$ cat src/design/integer_to_padded_text_assert.svh
// Assertion macros for the integer-to-text formatter.
// Used by the top level only; needs nothing else.
`ifndef INTEGER_TO_PADDED_TEXT_ASSERT_SVH
`define INTEGER_TO_PADDED_TEXT_ASSERT_SVH

// Antecedent and consequent in the same cycle.
`define ITPT_ASSERT_SAME(label, clk, rst, ante, cons, msg) \
   label: assert property (@(posedge clk) disable iff (rst) (ante) |-> (cons)) \
      else $error(msg);

// Consequent in the cycle after the antecedent.
`define ITPT_ASSERT_NEXT(label, clk, rst, ante, cons, msg) \
   label: assert property (@(posedge clk) disable iff (rst) (ante) |=> (cons)) \
      else $error(msg);

`endif

$ cat src/design/itpt_pkg.sv
// Shared constants, types and the digit table of the integer-to-text formatter.
// No dependencies.
`timescale 1ns / 1ps

package itpt_pkg;

   // Field widths of the words on both channels.
   localparam int unsigned VALUE_W = 32;
   localparam int unsigned BASE_W  = 5;
   localparam int unsigned WIDTH_W = 6;
   localparam int unsigned PREC_W  = 6;
   localparam int unsigned FLAGS_W = 7;
   localparam int unsigned CHAR_W  = 8;
   localparam int unsigned DIGIT_W = 4;

   // Default sizes handed to the top level.
   localparam int unsigned MAX_WIDTH_DEF    = 48;
   localparam int unsigned DIGIT_BUFFER_DEF = 32;

   // The digit divider retires this many quotient bits per cycle.
   localparam int unsigned DIV_BITS  = 8;
   localparam int unsigned DIV_STEPS = VALUE_W / DIV_BITS;
   localparam int unsigned STEP_W    = (DIV_STEPS > 1) ? $clog2(DIV_STEPS) : 1;

   // Bit positions inside the flags field.
   localparam int unsigned FLAG_ZERO   = 0;
   localparam int unsigned FLAG_SIGNED = 1;
   localparam int unsigned FLAG_PLUS   = 2;
   localparam int unsigned FLAG_SPACE  = 3;
   localparam int unsigned FLAG_PREFIX = 4;
   localparam int unsigned FLAG_LOWER  = 5;
   localparam int unsigned FLAG_LEFT   = 6;

   localparam logic [BASE_W-1:0] BASE_MIN = 5'd2;
   localparam logic [BASE_W-1:0] BASE_MAX = 5'd16;
   localparam logic [BASE_W-1:0] BASE_OCT = 5'd8;
   localparam logic [BASE_W-1:0] BASE_HEX = 5'd16;

   localparam logic [1:0] PREFIX_NONE = 2'd0;
   localparam logic [1:0] PREFIX_OCT  = 2'd1;
   localparam logic [1:0] PREFIX_HEX  = 2'd2;

   localparam logic [CHAR_W-1:0] CHAR_SPACE = 8'h20;
   localparam logic [CHAR_W-1:0] CHAR_ZERO  = 8'h30;
   localparam logic [CHAR_W-1:0] CHAR_PLUS  = 8'h2B;
   localparam logic [CHAR_W-1:0] CHAR_MINUS = 8'h2D;
   localparam logic [CHAR_W-1:0] CHAR_X     = 8'h58;
   localparam logic [CHAR_W-1:0] CASE_MASK  = 8'h20;

   localparam logic [CHAR_W-1:0] HEX_DIGITS [16] = '{
      8'h30, 8'h31, 8'h32, 8'h33, 8'h34, 8'h35, 8'h36, 8'h37,
      8'h38, 8'h39, 8'h41, 8'h42, 8'h43, 8'h44, 8'h45, 8'h46
   };

   function automatic logic [CHAR_W-1:0] hex_char(input logic [DIGIT_W-1:0] digit);
      return HEX_DIGITS[digit];
   endfunction

   // Commands from the controller to the datapath.
   typedef struct packed {
      logic take;       // controller can take a new word
      logic div_step;   // run one step of the digit divider
      logic digit_end;  // last step of the current digit
      logic size;       // work out padding and digit counts
      logic bound;      // work out the segment boundaries of the text
      logic prime;      // first digit read in flight
      logic emit;       // hand characters to the output register
   } itpt_cmd_type;

   // Status from the datapath to the controller.
   typedef struct packed {
      logic accept;     // an input word is taken this cycle
      logic base_ok;    // the incoming base is in range
      logic div_done;   // the quotient after this digit is zero, or the digit store is full
      logic emit_last;  // the final character moves to the output register
   } itpt_stat_type;

endpackage

$ cat src/design/itpt_req_if.sv
// Input channel of the formatter: one number with its format per word.
// Depends on itpt_pkg.
`timescale 1ns / 1ps

interface itpt_req_if import itpt_pkg::*; ();
   logic                 valid;
   logic                 ready;
   logic [VALUE_W-1:0]   value;
   logic [BASE_W-1:0]    base;
   logic [WIDTH_W-1:0]   width;
   logic [PREC_W-1:0]    precision;
   logic [FLAGS_W-1:0]   flags;

   modport source (output valid, value, base, width, precision, flags, input ready);
   modport sink   (input valid, value, base, width, precision, flags, output ready);
endinterface

$ cat src/design/itpt_rsp_if.sv
// Result channel of the formatter: one ASCII character per word.
// Depends on itpt_pkg.
`timescale 1ns / 1ps

interface itpt_rsp_if import itpt_pkg::*; ();
   logic                valid;
   logic                ready;
   logic [CHAR_W-1:0]   char_out;
   logic                last;

   modport source (output valid, char_out, last, input ready);
   modport sink   (input valid, char_out, last, output ready);
endinterface

$ cat src/design/itpt_ram.sv
// Generic single-port-write, single-port-read RAM with registered read data.
// No dependencies.
`timescale 1ns / 1ps

module itpt_ram #(
   parameter int unsigned DATA_W = 4,
   parameter int unsigned DEPTH  = 32
) (
   input  logic                       clock,
   input  logic                       wr_en,
   input  logic [$clog2(DEPTH)-1:0]   wr_addr,
   input  logic [DATA_W-1:0]          wr_data,
   input  logic [$clog2(DEPTH)-1:0]   rd_addr,
   output logic [DATA_W-1:0]          rd_data
);

   logic [DATA_W-1:0] mem_ff [DEPTH];
   logic [DATA_W-1:0] rd_data_ff;

   always_ff @(posedge clock) begin
      if (wr_en) begin
         mem_ff[wr_addr] <= wr_data;
      end
      rd_data_ff <= mem_ff[rd_addr];
   end

   assign rd_data = rd_data_ff;

endmodule

$ cat src/design/itpt_controller.sv
// Sequencer of the formatter: divide into digits, size the text, emit it.
// Depends on itpt_pkg.
`timescale 1ns / 1ps

module itpt_controller import itpt_pkg::*; (
   input  logic          clock,
   input  logic          reset,
   input  itpt_stat_type stat,
   output itpt_cmd_type  cmd
);

   typedef enum logic [2:0] {
      ST_IDLE,
      ST_DIVIDE,
      ST_SIZE,
      ST_BOUND,
      ST_PRIME,
      ST_EMIT
   } state_type;

   state_type         state_ff, state_in;
   logic [STEP_W-1:0] step_ff, step_in;
   logic              digit_end;

   assign digit_end = (state_ff == ST_DIVIDE) && (step_ff == STEP_W'(DIV_STEPS - 1));

   always_comb begin
      state_in = state_ff;
      step_in  = step_ff;
      unique case (state_ff)
         ST_IDLE: begin
            step_in = '0;
            // A word with a bad base is taken and dropped without any text.
            if (stat.accept && stat.base_ok) begin
               state_in = ST_DIVIDE;
            end
         end
         ST_DIVIDE: begin
            if (digit_end) begin
               step_in = '0;
               if (stat.div_done) begin
                  state_in = ST_SIZE;
               end
            end else begin
               step_in = step_ff + STEP_W'(1);
            end
         end
         ST_SIZE:  state_in = ST_BOUND;
         ST_BOUND: state_in = ST_PRIME;
         ST_PRIME: state_in = ST_EMIT;
         ST_EMIT: begin
            if (stat.emit_last) begin
               state_in = ST_IDLE;
            end
         end
         default:  state_in = ST_IDLE;
      endcase
   end

   always_ff @(posedge clock) begin
      if (reset) begin
         state_ff <= ST_IDLE;
         step_ff  <= '0;
      end else begin
         state_ff <= state_in;
         step_ff  <= step_in;
      end
   end

   always_comb begin
      cmd           = '0;
      cmd.take      = (state_ff == ST_IDLE);
      cmd.div_step  = (state_ff == ST_DIVIDE);
      cmd.digit_end = digit_end;
      cmd.size      = (state_ff == ST_SIZE);
      cmd.bound     = (state_ff == ST_BOUND);
      cmd.prime     = (state_ff == ST_PRIME);
      cmd.emit      = (state_ff == ST_EMIT);
   end

endmodule

$ cat src/design/itpt_datapath.sv
// Datapath of the formatter: digit divider, digit store, text layout and
// output register. Depends on itpt_pkg, itpt_req_if, itpt_rsp_if and itpt_ram.
`timescale 1ns / 1ps

module itpt_datapath import itpt_pkg::*; #(
   parameter int unsigned MAX_WIDTH    = MAX_WIDTH_DEF,
   parameter int unsigned DIGIT_BUFFER = DIGIT_BUFFER_DEF
) (
   input  logic          clock,
   input  logic          reset,
   input  itpt_cmd_type  cmd,
   output itpt_stat_type stat,
   itpt_req_if.sink      req_ch,
   itpt_rsp_if.source    rsp_ch
);

   localparam int unsigned POS_W  = $clog2(MAX_WIDTH + DIGIT_BUFFER + 4);
   localparam int unsigned ND_W   = $clog2(DIGIT_BUFFER + 1);
   localparam int unsigned ADDR_W = $clog2(DIGIT_BUFFER);
   localparam logic [POS_W-1:0] MAX_POS    = POS_W'(MAX_WIDTH);
   localparam logic [POS_W-1:0] PREC_MAX   = POS_W'(DIGIT_BUFFER);
   localparam logic [ND_W-1:0]  DIGIT_LAST = ND_W'(DIGIT_BUFFER - 1);

   // Format of the word in progress.
   logic [VALUE_W-1:0] quot_ff, quot_in;
   logic [DIGIT_W-1:0] rem_ff, rem_in;
   logic [BASE_W-1:0]  base_ff;
   logic [ND_W-1:0]    nd_ff;
   logic [POS_W-1:0]   wid_ff, wid_in;
   logic [POS_W-1:0]   prec_ff, prec_in;
   logic               has_sign_ff, has_sign_in;
   logic [CHAR_W-1:0]  sign_ch_ff, sign_ch_in;
   logic [1:0]         pre_n_ff, pre_n_in;
   logic               lower_ff, left_ff, zero_ff;

   // Layout of the text.
   logic [POS_W-1:0]   pad_ff, pad_in;
   logic [POS_W-1:0]   zp_ff, zp_in;
   logic [POS_W-1:0]   a_ff, a_in;
   logic [POS_W-1:0]   b_ff, b_in;
   logic [POS_W-1:0]   c_ff, c_in;
   logic [POS_W-1:0]   e_ff, e_in;
   logic [POS_W-1:0]   f_ff, f_in;
   logic [POS_W-1:0]   last_idx_ff, last_idx_in;
   logic [POS_W-1:0]   k_ff, k_in;

   // Output register.
   logic               rsp_valid_ff;
   logic [CHAR_W-1:0]  char_ff, char_in;
   logic               last_ff;

   logic               neg;
   logic [DIGIT_W:0]   trial;
   logic [DIV_BITS-1:0] qbits;
   logic [POS_W-1:0]   nd_ext;
   logic [POS_W-1:0]   dcnt;
   logic signed [POS_W:0] size_s;
   logic [POS_W-1:0]   total;
   logic [POS_W-1:0]   rd_pos;
   logic [CHAR_W-1:0]  case_mask;
   logic [DIGIT_W-1:0] rd_digit;
   logic               can_load;
   logic               fire;

   assign stat.accept    = req_ch.valid && cmd.take;
   assign stat.base_ok   = (req_ch.base >= BASE_MIN) && (req_ch.base <= BASE_MAX);
   assign req_ch.ready   = cmd.take;

   // Capture of a new word: sign, magnitude, prefix and clamped sizes.
   always_comb begin
      neg         = req_ch.flags[FLAG_SIGNED] && req_ch.value[VALUE_W-1];
      has_sign_in = 1'b1;
      priority if (neg) begin
         sign_ch_in = CHAR_MINUS;
      end else if (req_ch.flags[FLAG_SIGNED] && req_ch.flags[FLAG_PLUS]) begin
         sign_ch_in = CHAR_PLUS;
      end else if (req_ch.flags[FLAG_SIGNED] && req_ch.flags[FLAG_SPACE]) begin
         sign_ch_in = CHAR_SPACE;
      end else begin
         sign_ch_in  = CHAR_SPACE;
         has_sign_in = 1'b0;
      end

      pre_n_in = PREFIX_NONE;
      if (req_ch.flags[FLAG_PREFIX]) begin
         if (req_ch.base == BASE_HEX) begin
            pre_n_in = PREFIX_HEX;
         end else if (req_ch.base == BASE_OCT) begin
            pre_n_in = PREFIX_OCT;
         end
      end

      wid_in  = (POS_W'(req_ch.width) > MAX_POS) ? MAX_POS : POS_W'(req_ch.width);
      prec_in = (POS_W'(req_ch.precision) > PREC_MAX) ? PREC_MAX
                                                       : POS_W'(req_ch.precision);
   end

   // Restoring division by the base, DIV_BITS quotient bits per cycle. The
   // remainder stays below the base, so it fits in one digit.
   always_comb begin
      rem_in = rem_ff;
      qbits  = '0;
      for (int i = 0; i < DIV_BITS; i++) begin
         trial = {rem_in, quot_ff[VALUE_W-1-i]};
         if (trial >= base_ff) begin
            trial                = trial - base_ff;
            qbits[DIV_BITS-1-i] = 1'b1;
         end
         rem_in = trial[DIGIT_W-1:0];
      end
      quot_in = {quot_ff[VALUE_W-DIV_BITS-1:0], qbits};
   end

   assign stat.div_done = (quot_in == '0) || (nd_ff == DIGIT_LAST);

   assign nd_ext = POS_W'(nd_ff);

   // Padding left over after sign, prefix and digits, clamped at zero when negative.
   always_comb begin
      dcnt   = (prec_ff > nd_ext) ? prec_ff : nd_ext;
      size_s = $signed({1'b0, wid_ff})
             - $signed({{POS_W{1'b0}}, has_sign_ff})
             - $signed({{(POS_W-1){1'b0}}, pre_n_ff})
             - $signed({1'b0, dcnt});
      pad_in = (!size_s[POS_W] && (size_s != '0)) ? size_s[POS_W-1:0] : '0;
      zp_in  = dcnt - nd_ext;
   end

   // Segment ends: left spaces, sign, prefix, zeros, digits, right spaces.
   always_comb begin
      a_in  = (zero_ff || left_ff) ? '0 : pad_ff;
      b_in  = a_in + POS_W'(has_sign_ff);
      c_in  = b_in + POS_W'(pre_n_ff);
      e_in  = c_in + (zero_ff ? pad_ff : '0) + zp_ff;
      f_in  = e_in + nd_ext;
      total = f_in + (left_ff ? pad_ff : '0);
      last_idx_in = (total > MAX_POS) ? (MAX_POS - POS_W'(1)) : (total - POS_W'(1));
   end

   assign can_load       = !rsp_valid_ff || rsp_ch.ready;
   assign fire           = cmd.emit && can_load;
   assign stat.emit_last = fire && (k_ff == last_idx_ff);

   always_comb begin
      if (cmd.bound || cmd.prime) begin
         k_in = '0;
      end else if (fire) begin
         k_in = k_ff + POS_W'(1);
      end else begin
         k_in = k_ff;
      end
   end

   // Digits are stored least significant first, so the text reads them
   // backward. The address follows the next index so that the registered
   // read lines up with the current one.
   assign rd_pos = f_ff - POS_W'(1) - k_in;

   itpt_ram #(
      .DATA_W (DIGIT_W),
      .DEPTH  (DIGIT_BUFFER)
   ) u_digits (
      .clock   (clock),
      .wr_en   (cmd.digit_end),
      .wr_addr (nd_ff[ADDR_W-1:0]),
      .wr_data (rem_in),
      .rd_addr (rd_pos[ADDR_W-1:0]),
      .rd_data (rd_digit)
   );

   assign case_mask = lower_ff ? CASE_MASK : '0;

   always_comb begin
      priority if (k_ff < a_ff) begin
         char_in = CHAR_SPACE;
      end else if (k_ff < b_ff) begin
         char_in = sign_ch_ff;
      end else if (k_ff < c_ff) begin
         char_in = (k_ff == b_ff) ? CHAR_ZERO : (CHAR_X | case_mask);
      end else if (k_ff < e_ff) begin
         char_in = CHAR_ZERO;
      end else if (k_ff < f_ff) begin
         char_in = hex_char(rd_digit) | case_mask;
      end else begin
         char_in = CHAR_SPACE;
      end
   end

   always_ff @(posedge clock) begin
      if (stat.accept) begin
         quot_ff     <= neg ? (VALUE_W'(0) - req_ch.value) : req_ch.value;
         rem_ff      <= '0;
         base_ff     <= req_ch.base;
         nd_ff       <= '0;
         wid_ff      <= wid_in;
         prec_ff     <= prec_in;
         has_sign_ff <= has_sign_in;
         sign_ch_ff  <= sign_ch_in;
         pre_n_ff    <= pre_n_in;
         lower_ff    <= req_ch.flags[FLAG_LOWER];
         left_ff     <= req_ch.flags[FLAG_LEFT];
         zero_ff     <= req_ch.flags[FLAG_ZERO] && !req_ch.flags[FLAG_LEFT];
      end else if (cmd.div_step) begin
         quot_ff <= quot_in;
         rem_ff  <= cmd.digit_end ? '0 : rem_in;
         if (cmd.digit_end) begin
            nd_ff <= nd_ff + ND_W'(1);
         end
      end
      if (cmd.size) begin
         pad_ff <= pad_in;
         zp_ff  <= zp_in;
      end
      if (cmd.bound) begin
         a_ff        <= a_in;
         b_ff        <= b_in;
         c_ff        <= c_in;
         e_ff        <= e_in;
         f_ff        <= f_in;
         last_idx_ff <= last_idx_in;
      end
      k_ff <= k_in;
      if (fire) begin
         char_ff <= char_in;
         last_ff <= (k_ff == last_idx_ff);
      end
   end

   always_ff @(posedge clock) begin
      if (reset) begin
         rsp_valid_ff <= 1'b0;
      end else if (fire) begin
         rsp_valid_ff <= 1'b1;
      end else if (rsp_ch.ready) begin
         rsp_valid_ff <= 1'b0;
      end
   end

   assign rsp_ch.valid    = rsp_valid_ff;
   assign rsp_ch.char_out = char_ff;
   assign rsp_ch.last     = last_ff;

endmodule

$ cat src/design/integer_to_padded_text.sv
// Formats one number per input word as printf-style text, one character per word.
// Before the first character the divider produces all digits (1..32), retiring 8 quotient
// bits of the 32-bit value per cycle; the size, bound and prime steps follow.
// One number is formatted at a time, up to MAX_WIDTH characters, and the next is taken once
// its last character is queued; characters leave at one per cycle while the result side is ready.
// Reset is synchronous and clears the sequencer and the output valid; nothing else.
`timescale 1ns / 1ps

`include "integer_to_padded_text_assert.svh"

module integer_to_padded_text import itpt_pkg::*; #(
   parameter int unsigned MAX_WIDTH    = MAX_WIDTH_DEF,
   parameter int unsigned DIGIT_BUFFER = DIGIT_BUFFER_DEF
) (
   input  logic        clock,
   input  logic        reset,
   itpt_req_if.sink    req_ch,
   itpt_rsp_if.source  rsp_ch
);

   itpt_cmd_type  cmd;
   itpt_stat_type stat;

   itpt_controller u_ctrl (
      .clock (clock),
      .reset (reset),
      .stat  (stat),
      .cmd   (cmd)
   );

   itpt_datapath #(
      .MAX_WIDTH    (MAX_WIDTH),
      .DIGIT_BUFFER (DIGIT_BUFFER)
   ) u_dp (
      .clock  (clock),
      .reset  (reset),
      .cmd    (cmd),
      .stat   (stat),
      .req_ch (req_ch),
      .rsp_ch (rsp_ch)
   );

   // The input is never open while characters are still being produced.
   `ITPT_ASSERT_SAME(a_take_excl_emit, clock, reset, req_ch.ready, !cmd.emit, "input open during emission")
   // After the final character is queued the block is open for the next word.
   `ITPT_ASSERT_NEXT(a_last_frees_input, clock, reset, stat.emit_last, req_ch.ready, "not idle after final character")
   // A word with a bad base starts no work.
   `ITPT_ASSERT_NEXT(a_bad_base_dropped, clock, reset, stat.accept && !stat.base_ok, req_ch.ready, "bad base started work")
   // Finishing the last digit leaves the divide phase.
   `ITPT_ASSERT_NEXT(a_div_exit, clock, reset, cmd.digit_end && stat.div_done, !cmd.div_step && !req_ch.ready, "divider did not stop")

endmodule

$ cat src/flat_wrapper.sv
// flat-port wrapper written by rule: the top's interface ports become plain ports
module integer_to_padded_text_flat import itpt_pkg::*;
#(
   parameter int unsigned MAX_WIDTH    = MAX_WIDTH_DEF,
   parameter int unsigned DIGIT_BUFFER = DIGIT_BUFFER_DEF
)
  (clock, reset, req_ch_valid, req_ch_value, req_ch_base, req_ch_width, req_ch_precision, req_ch_flags, req_ch_ready, rsp_ch_valid, rsp_ch_char_out, rsp_ch_last, rsp_ch_ready);
  itpt_req_if req_ch_i ();
  itpt_rsp_if rsp_ch_i ();
  input  logic clock;
  input  logic reset;
  input wire logic [$bits(req_ch_i.valid)-1:0] req_ch_valid;
  input wire logic [$bits(req_ch_i.value)-1:0] req_ch_value;
  input wire logic [$bits(req_ch_i.base)-1:0] req_ch_base;
  input wire logic [$bits(req_ch_i.width)-1:0] req_ch_width;
  input wire logic [$bits(req_ch_i.precision)-1:0] req_ch_precision;
  input wire logic [$bits(req_ch_i.flags)-1:0] req_ch_flags;
  output wire logic [$bits(req_ch_i.ready)-1:0] req_ch_ready;
  output wire logic [$bits(rsp_ch_i.valid)-1:0] rsp_ch_valid;
  output wire logic [$bits(rsp_ch_i.char_out)-1:0] rsp_ch_char_out;
  output wire logic [$bits(rsp_ch_i.last)-1:0] rsp_ch_last;
  input wire logic [$bits(rsp_ch_i.ready)-1:0] rsp_ch_ready;
  assign req_ch_i.valid = req_ch_valid;
  assign req_ch_i.value = req_ch_value;
  assign req_ch_i.base = req_ch_base;
  assign req_ch_i.width = req_ch_width;
  assign req_ch_i.precision = req_ch_precision;
  assign req_ch_i.flags = req_ch_flags;
  assign req_ch_ready = req_ch_i.ready;
  assign rsp_ch_valid = rsp_ch_i.valid;
  assign rsp_ch_char_out = rsp_ch_i.char_out;
  assign rsp_ch_last = rsp_ch_i.last;
  assign rsp_ch_i.ready = rsp_ch_ready;
  integer_to_padded_text #(.MAX_WIDTH(MAX_WIDTH), .DIGIT_BUFFER(DIGIT_BUFFER)) u_core (.clock(clock), .reset(reset), .req_ch(req_ch_i), .rsp_ch(rsp_ch_i));
endmodule
$ cat config.mk
export PLATFORM = sky130hd
export DESIGN_NAME = integer_to_padded_text_flat
export DESIGN_NICKNAME = d
export VERILOG_FILES = /design/src/design/itpt_pkg.sv /design/src/design/itpt_req_if.sv /design/src/design/itpt_rsp_if.sv /design/src/design/itpt_ram.sv /design/src/design/itpt_controller.sv /design/src/design/itpt_datapath.sv /design/src/design/integer_to_padded_text.sv /design/src/flat_wrapper.sv
export VERILOG_INCLUDE_DIRS = /design/src /design/src/design
export SDC_FILE = /design/constraint.sdc
export NUM_CORES = 1
export LEC_CHECK = 0
export BUFFER_PORTS_ARGS = -buffer_cell sky130_fd_sc_hd__buf_2
export CORE_ASPECT_RATIO = 1.2
export CORE_MARGIN = 8
export CORE_UTILIZATION = 57
export DETAILED_ROUTE_END_ITERATION = 8
export PLACE_DENSITY_LB_ADDON = 0.15
export REMOVE_ABC_BUFFERS = 1
export SLEW_MARGIN = 20
export SYNTH_ARGS = -nofsm -noshare
export SYNTH_HDL_FRONTEND = slang
export SYNTH_HIERARCHICAL = 1
export SYNTH_SLANG_ARGS = --single-unit
$ cat constraint.sdc
create_clock -name clock -period 11.05 [get_ports clock]
set_clock_uncertainty 0.1 [all_clocks]
set_input_delay 2.21 -clock clock [delete_from_list [all_inputs] [get_ports clock]]
set_output_delay 2.21 -clock clock [all_outputs]
set_load 0.05 [all_outputs]
==> summary.md, run 1 <==
| Metric | Value |
|---|---|
| Core area | `28500 um^2` |
| Finished layout cell area | `18400 um^2` |
| TNS Setup | `0 ns` |
| Post-DP HPWL | `25600 um` |
| Post-synth EDFFs | `250` |
| Largest regs | `u_core/u_dp/u_digits/mem_ff (128), u_core/u_dp/quot_ff (32)` |
| DR iter-0 viols | `621` |
| Yosys warnings | `6` |
| Post-synth top area cell | `edfxtp_1` |
| Max reg flops | `128` |
| Boundary pin count | `71` |
| Clock latency on the worst-skew pair | `0.56 ns` |
| Setup CP Type | `reg2reg` |
| WL per Instance | `18.5 um` |
| Req. time, crit path | `11.44 ns` |
| Largest reg by FF count | `u_core/u_dp/u_digits/mem_ff` |
| Die Width | `170 um` |
| Hold Buf Count CTS | `0` |
| CP max-delay cell | `edfxtp_1` |
| Placed cell count | `1820` |
| WL final | `34800 um` |
| Final Wtd Congestion | `0.895` |
| Commonest non-fill, non-tap cell in the layout | `edfxtp_1` |
| Max Freq | `94.4 MHz` |
| Hold EP | `u_core/u_ctrl/step_ff[1]` |
| Area grow syn2layout | `12.6%` |
| Status | `finished clean` |
| Clock buffer depth | `3` |
| Measured slew at the worst slew-check pin | `0.997 ns` |
| Most Frequent Cell on Critical Path | `a21o_1` |
| Max incr delay on CP | `0.43 ns` |
| Setup crit start | `u_core/u_dp/base_ff[0]` |
| Final instance count without filler cells | `1885` |
| Async set-reset flop share out of synthesis | `0%` |
| CP Capture Type | `register` |
| Final hold violations | `0` |
| Reg2reg setup slack | `0.46 ns` |
| Highest-count cells in the layout ignoring fill and taps | `250 x edfxtp_1, 142 x inv_1, 121 x ha_1` |
| Yosys cell types | `78` |
| Largest net degree at the start of global routing | `59` |
| Fin nets | `1689` |
| Top cell type's share of synthesized area | `46.0%` |
| #FFs+latches synth | `277` |
| R2R depth | `54` |
| Crit path time final | `10.59 ns` |
| Effective utilization at floorplan | `57.3%` |
| Period utilization | `95.9%` |
| Most used flip-flop cell after synthesis | `edfxtp_1` |
| Mapped Area | `16300 um^2` |
| Buffers on Ports | `69` |
| Vias in the first global route | `10600` |
| Metal2 WL | `17400 um` |
| Worst-path clk slew | `0.07 ns` |
| Hold Crit Class | `reg2reg` |
| DR vias | `10600` |
| GRT Residual Overflow | `0` |
| # fillers | `2187` |
| Global Route Usage Sum | `20.2%` |
| Placed Area | `17200 um^2` |
| Mapped Cells | `1373` |
| Routed Antenna Nets | `0` |
| # H-tree levels | `1` |
| R2R Path End | `u_core/u_ctrl/state_ff[1]` |
| Synth area leaders | `edfxtp_1 46%, ha_1 9.7%, mux4_2 5.5%` |
| CP Launch Type | `register` |
| Origin of the critical flop-to-flop path | `u_core/u_dp/base_ff[0]` |
| Metal3 WL | `1630 um` |
| DIE HEIGHT | `201 um` |
| First-pass GRT wire length | `55000 um` |
| Setup Viol. Count Final | `0` |
| Share of cells above drive strength 1 | `18.6%` |
| Min-delay src | `u_core/u_ctrl/step_ff[1]` |
| Avg Cell Area, Syn | `11.9 um^2` |
| TritonCTS clock tree | `done` |
| Final Max Tran Viols | `0` |
| Residual DRC count | `0` |
| Hold depth | `2` |
| N_diodes | `0` |
| Max-cap viol count | `0` |
| Wl on met1 | `14800 um` |
| Root Driver | `clkbuf_16` |
| RSZ-0062 raised after global routing | `true` |
| Vias per cell | `5.61` |
| Clock buffer count from CTS | `27` |
| Core Util, Final | `64.5%` |
| Die Area | `34300 um^2` |
| Register area share after synthesis | `49.3%` |
| Sink Count | `277` |
| Max_slew headroom | `33.3%` |
| Max FO, Critical Path | `6` |
| First-pass DRT Iterations | `5` |
| Initial antenna violation count | `1` |
| Top Metal Used | `met5` |
| CP Data Arrival Time | `10.98 ns` |
| # rows | `68` |
-- synth_stat cells, types with 8 or more instances --
library cell,n
o21ai_0,56
o21a_1,12
nand3_1,22
nor2_1,95
and2_1,19
a21oi_1,70
nor4_1,10
ha_1,126
mux2i_1,12
edfxtp_1,250
nand2b_1,22
a21o_1,37
nand3b_1,8
o21ai_1,9
fa_1,24
nor3b_1,8
dfxtp_1,27
xor2_1,41
nand2_1,81
mux2_2,18
inv_1,144
xnor2_1,58
nand4_1,9
nor3_1,18
mux4_2,40
clkbuf_1,16
nor2b_1,23
-- worst max path at each step --
stage,end,slack [ns],depth (start not counted)
3_5_place_dp,u_core/u_ctrl/state_ff[1],-0.31,55
4_1_cts,u_core/u_ctrl/state_ff[1],0.004,55
3_3_place_gp,u_core/u_ctrl/state_ff[1],0.09,54
5_1_grt,u_core/u_ctrl/state_ff[1],-0.12,56
6_report,u_core/u_ctrl/state_ff[1],0.46,54
2_1_floorplan,u_core/u_dp/u_digits/mem_ff[0][3],-1.20,45
-- repair_timing --
| action | CTS | global route |
|---|---|---|
| gates cloned | 0 | 1 |
| endpoints found under the setup margin | 35 | 135 |
| setup buffers | 1 | 13 |
| gates resized for setup | 6 | 39 |
| endpoints found under the hold margin | 0 | 0 |
| pin swaps | 1 | 25 |
-- metal layers --
| metal | track usage, % | up-vias |
|---|---|---|
| li1 | - | 5167 |
| met1 | 25.4 | 5089 |
| met2 | 35.4 | 266 |
| met3 | 2.59 | 57 |
| met4 | 6.78 | 2 |
| met5 | 0 | - |
-- cell families after synthesis --
family / Yosys count / synth area share [%]
simple gates: 361 / 11.5
mux: 71 / 7.59
flops: 277 / 49.3
fa+ha+maj: 150 / 12.6
other cells: 1 / 0.0230
compound gates: 230 / 8.70
xor+xnor: 102 / 5.75
buf+inv: 181 / 4.50
-- area by class of cell --
class	count	area [um^2]	area share, %
Clock inverter	15	119	0.647
Clock buffer	35	736	4.00
Inverter	145	544	2.96
Tap cell	385	482	2.62
Timing Repair Buffer	112	676	3.68
Sequential cell	277	8050	43.8
Multi-Input combinational cell	916	7770	42.3
-- critical path, delay by kind of cell (launching register included) --
| family | cells | cell delay [ns] |
|---|---|---|
| AOI/OAI and AO/OA | 27 | 4.53 |
| adders and majority gates | 8 | 2.11 |
| buffers and inverters | 6 | 0.53 |
| DFF | 1 | 0.43 |
| muxes | 5 | 1.57 |
| and+or+nand+nor | 8 | 1.24 |
-- through the flow --
stage / setup slack [ns] / hold slack (ns)
floorplan: -1.20 / 0.347
global placement: 0.0899 / 0.366
detailed placement: -0.312 / 0.384
CTS: 0.00417 / 0.393
global route: -0.121 / 0.434
finish: 0.456 / 0.396
Power of run 1 is left out: the tool's default activity adds up to more than one toggle a clock period on the data nets, which glitch-free logic cannot reach.
==> inputs of run 2 (changes only) <==
--- a/config.mk
+++ b/config.mk
@@ -9,7 +9,8 @@
 export BUFFER_PORTS_ARGS = -buffer_cell sky130_fd_sc_hd__buf_2
 export CORE_ASPECT_RATIO = 1.2
 export CORE_MARGIN = 8
-export CORE_UTILIZATION = 57
+export CORE_UTILIZATION = 58
+export CTS_BUF_LIST = sky130_fd_sc_hd__clkbuf_4
 export DETAILED_ROUTE_END_ITERATION = 8
 export PLACE_DENSITY_LB_ADDON = 0.15
 export REMOVE_ABC_BUFFERS = 1
==> run 2 against run 1 <==
Non-clock buffer count down 12; final area about the same; via count grew 2.8%.
==> summary.md, run 2 (synthesized netlist as in run 1, its figures left out) <==
| Metric | Value |
|---|---|
| R2R depth | `52 (-3.7%)` |
| Residual DRC count | `0 (unchanged)` |
| Met2 usage | `35.7% (+0.21 points)` |
| Fin nets | `1719 (+1.8%)` |
| GRT met1 Usage | `26.1% (+0.73 points)` |
| DR vias | `10900 (+2.8%)` |
| Final instance count without filler cells | `1937 (+2.8%)` |
| Busiest layer in global routing | `met2` |
| Setup Viol. Count Final | `0 (unchanged)` |
| Crit path time final | `10.50 ns (-0.0901 ns)` |
| TritonCTS clock tree | `done` |
| Buffers on Ports | `69 (unchanged)` |
| Effective utilization at floorplan | `58.6% (+1.4 points)` |
| Commonest non-fill, non-tap cell in the layout | `edfxtp_1` |
| Highest-count cells in the layout ignoring fill and taps | `250 x edfxtp_1, 142 x inv_1, 119 x ha_1` |
| Vias in the first global route | `11200 (+5.0%)` |
| # rows | `67 (-1.5%)` |
| Max_slew headroom | `31.5% (-1.8 points)` |
| # H-tree levels | `3 (+2)` |
| CP Data Arrival Time | `11.01 ns (+0.03 ns)` |
| CP Capture Type | `register` |
| Post-DP HPWL | `25700 um (+0.35%)` |
| Boundary pin count | `71 (unchanged)` |
| Hold WS | `0.384 ns (-0.0120 ns)` |
| WL final | `34900 um (+0.31%)` |
| Root Driver | `clkbuf_4` |
| Req. time, crit path | `11.55 ns (+0.11 ns)` |
| Status | `finished clean` |
| WL per Instance | `18.0 um (-2.4%)` |
| Largest regs | `u_core/u_dp/u_digits/mem_ff (128), u_core/u_dp/quot_ff (32)` |
| GRT Residual Overflow | `0 (unchanged)` |
| Hold Crit Class | `reg2reg` |
| Clock buffer depth | `3 (unchanged)` |
| Max Freq | `95.2 MHz (+0.86%)` |
| Vias per cell | `5.62 (about the same)` |
| First-pass GRT wire length | `56100 um (+1.9%)` |
| Sink Count | `277 (unchanged)` |
| CP max-delay cell | `edfxtp_1` |
| Routed Antenna Nets | `0 (unchanged)` |
| Core area | `27800 um^2 (-2.4%)` |
| Most Frequent Cell on Critical Path | `a21o_1` |
| Worst-path clk slew | `0.07 ns (about the same)` |
| Die Width | `169 um (-0.78%)` |
| Max FO, Critical Path | `7 (+1)` |
| Clock latency on the worst-skew pair | `0.70 ns (+0.14 ns)` |
| Largest reg by FF count | `u_core/u_dp/u_digits/mem_ff` |
| Hold depth | `2 (unchanged)` |
| Core Util, Final | `66.0% (+1.5 points)` |
| Max incr delay on CP | `0.39 ns (-0.04 ns)` |
| Final Max Tran Viols | `0 (unchanged)` |
| CP Launch Type | `register` |
| Final hold violations | `0 (unchanged)` |
| Measured slew at the worst slew-check pin | `1.02 ns (+0.0269 ns)` |
| Final Wtd Congestion | `0.893 (-0.21%)` |
| Largest net degree at the start of global routing | `59 (unchanged)` |
| Setup CP Type | `reg2reg` |
| Area grow syn2layout | `12.6% (about the same)` |
| Max-cap viol count | `0 (unchanged)` |
| DR iter-0 viols | `692 (+11%)` |
| Clock buffer count from CTS | `70 (+160%)` |
| Grt met3 use | `4.05% (+1.5 points)` |
| Period utilization | `95.1% (-0.82 points)` |
| Global Route Usage Sum | `21.1% (+0.81 points)` |
| DIE HEIGHT | `200 um (-0.79%)` |
| Max reg flops | `128 (unchanged)` |
| First-pass DRT Iterations | `6 (+1)` |
| Die Area | `33800 um^2 (-1.6%)` |
| Initial antenna violation count | `3 (+2)` |
| Placed cell count | `1810 (-0.55%)` |
| Share of cells above drive strength 1 | `21.5% (+2.9 points)` |
[run 2: routing by layer]
layer,routed length [um],vias up,part of all wire [%]
met5,20,-,0.057
met1,15000,5228,43
met4,919,4,2.6
met3,1800,74,5.1
li1,-,5265,-
met2,17200,306,49
[run 2: final cells by class]
cell class	count	area, um^2
Multi-Input combinational cell	915	7820
Clock inverter	24	164
Fill cell	2186	9460
Tap cell	379	474
Clock buffer	96	721
Sequential cell	277	8050
Timing Repair Buffer	100	598
Antenna cell	1	2.50
Inverter	145	544
[run 2: timing repair]
action | in CTS | in global routing
pin swaps | 0 | 20
setup buffers | 0 | 6
hold buffers | 0 | 0
cloned | 0 | 0
endpoints found under the setup margin | 68 | 135
resized for setup | 8 | 44
[run 2: per-stage QoR]
stage | TNS, ns | worst slack [ns] | cell area, um^2
CTS | -0.0141 | -0.0141 | 18100
floorplan | -103.62 | -1.20 | 16100
global route | -0.0957 | -0.0847 | 18400
detailed placement | -14.37 | -0.497 | 17200
global placement | -0.199 | -0.117 | 17200
finish | 0 | 0.546 | 18400
[run 2: worst paths after layout]
check | start | to | slack, ns
setup / recovery | u_core/u_dp/quot_ff[31] | u_core/u_ctrl/state_ff[1] | 0.55
hold reg to reg | u_core/u_ctrl/step_ff[1] | u_core/u_ctrl/step_ff[1] | 0.38
setup reg to reg | u_core/u_dp/quot_ff[31] | u_core/u_ctrl/state_ff[1] | 0.55
hold / removal | u_core/u_ctrl/step_ff[1] | u_core/u_ctrl/step_ff[1] | 0.38
[run 2: worst max-delay path, delay by kind of cell (launching register included)]
kind | cells | cell delay (ns)
compound gates | 24 | 4.10
fa+ha+maj | 8 | 2.04
buf+inv | 5 | 0.44
flops | 1 | 0.39
mux | 7 | 2.07
simple gates | 8 | 1.28
Power of run 2 is left out for the same reason.
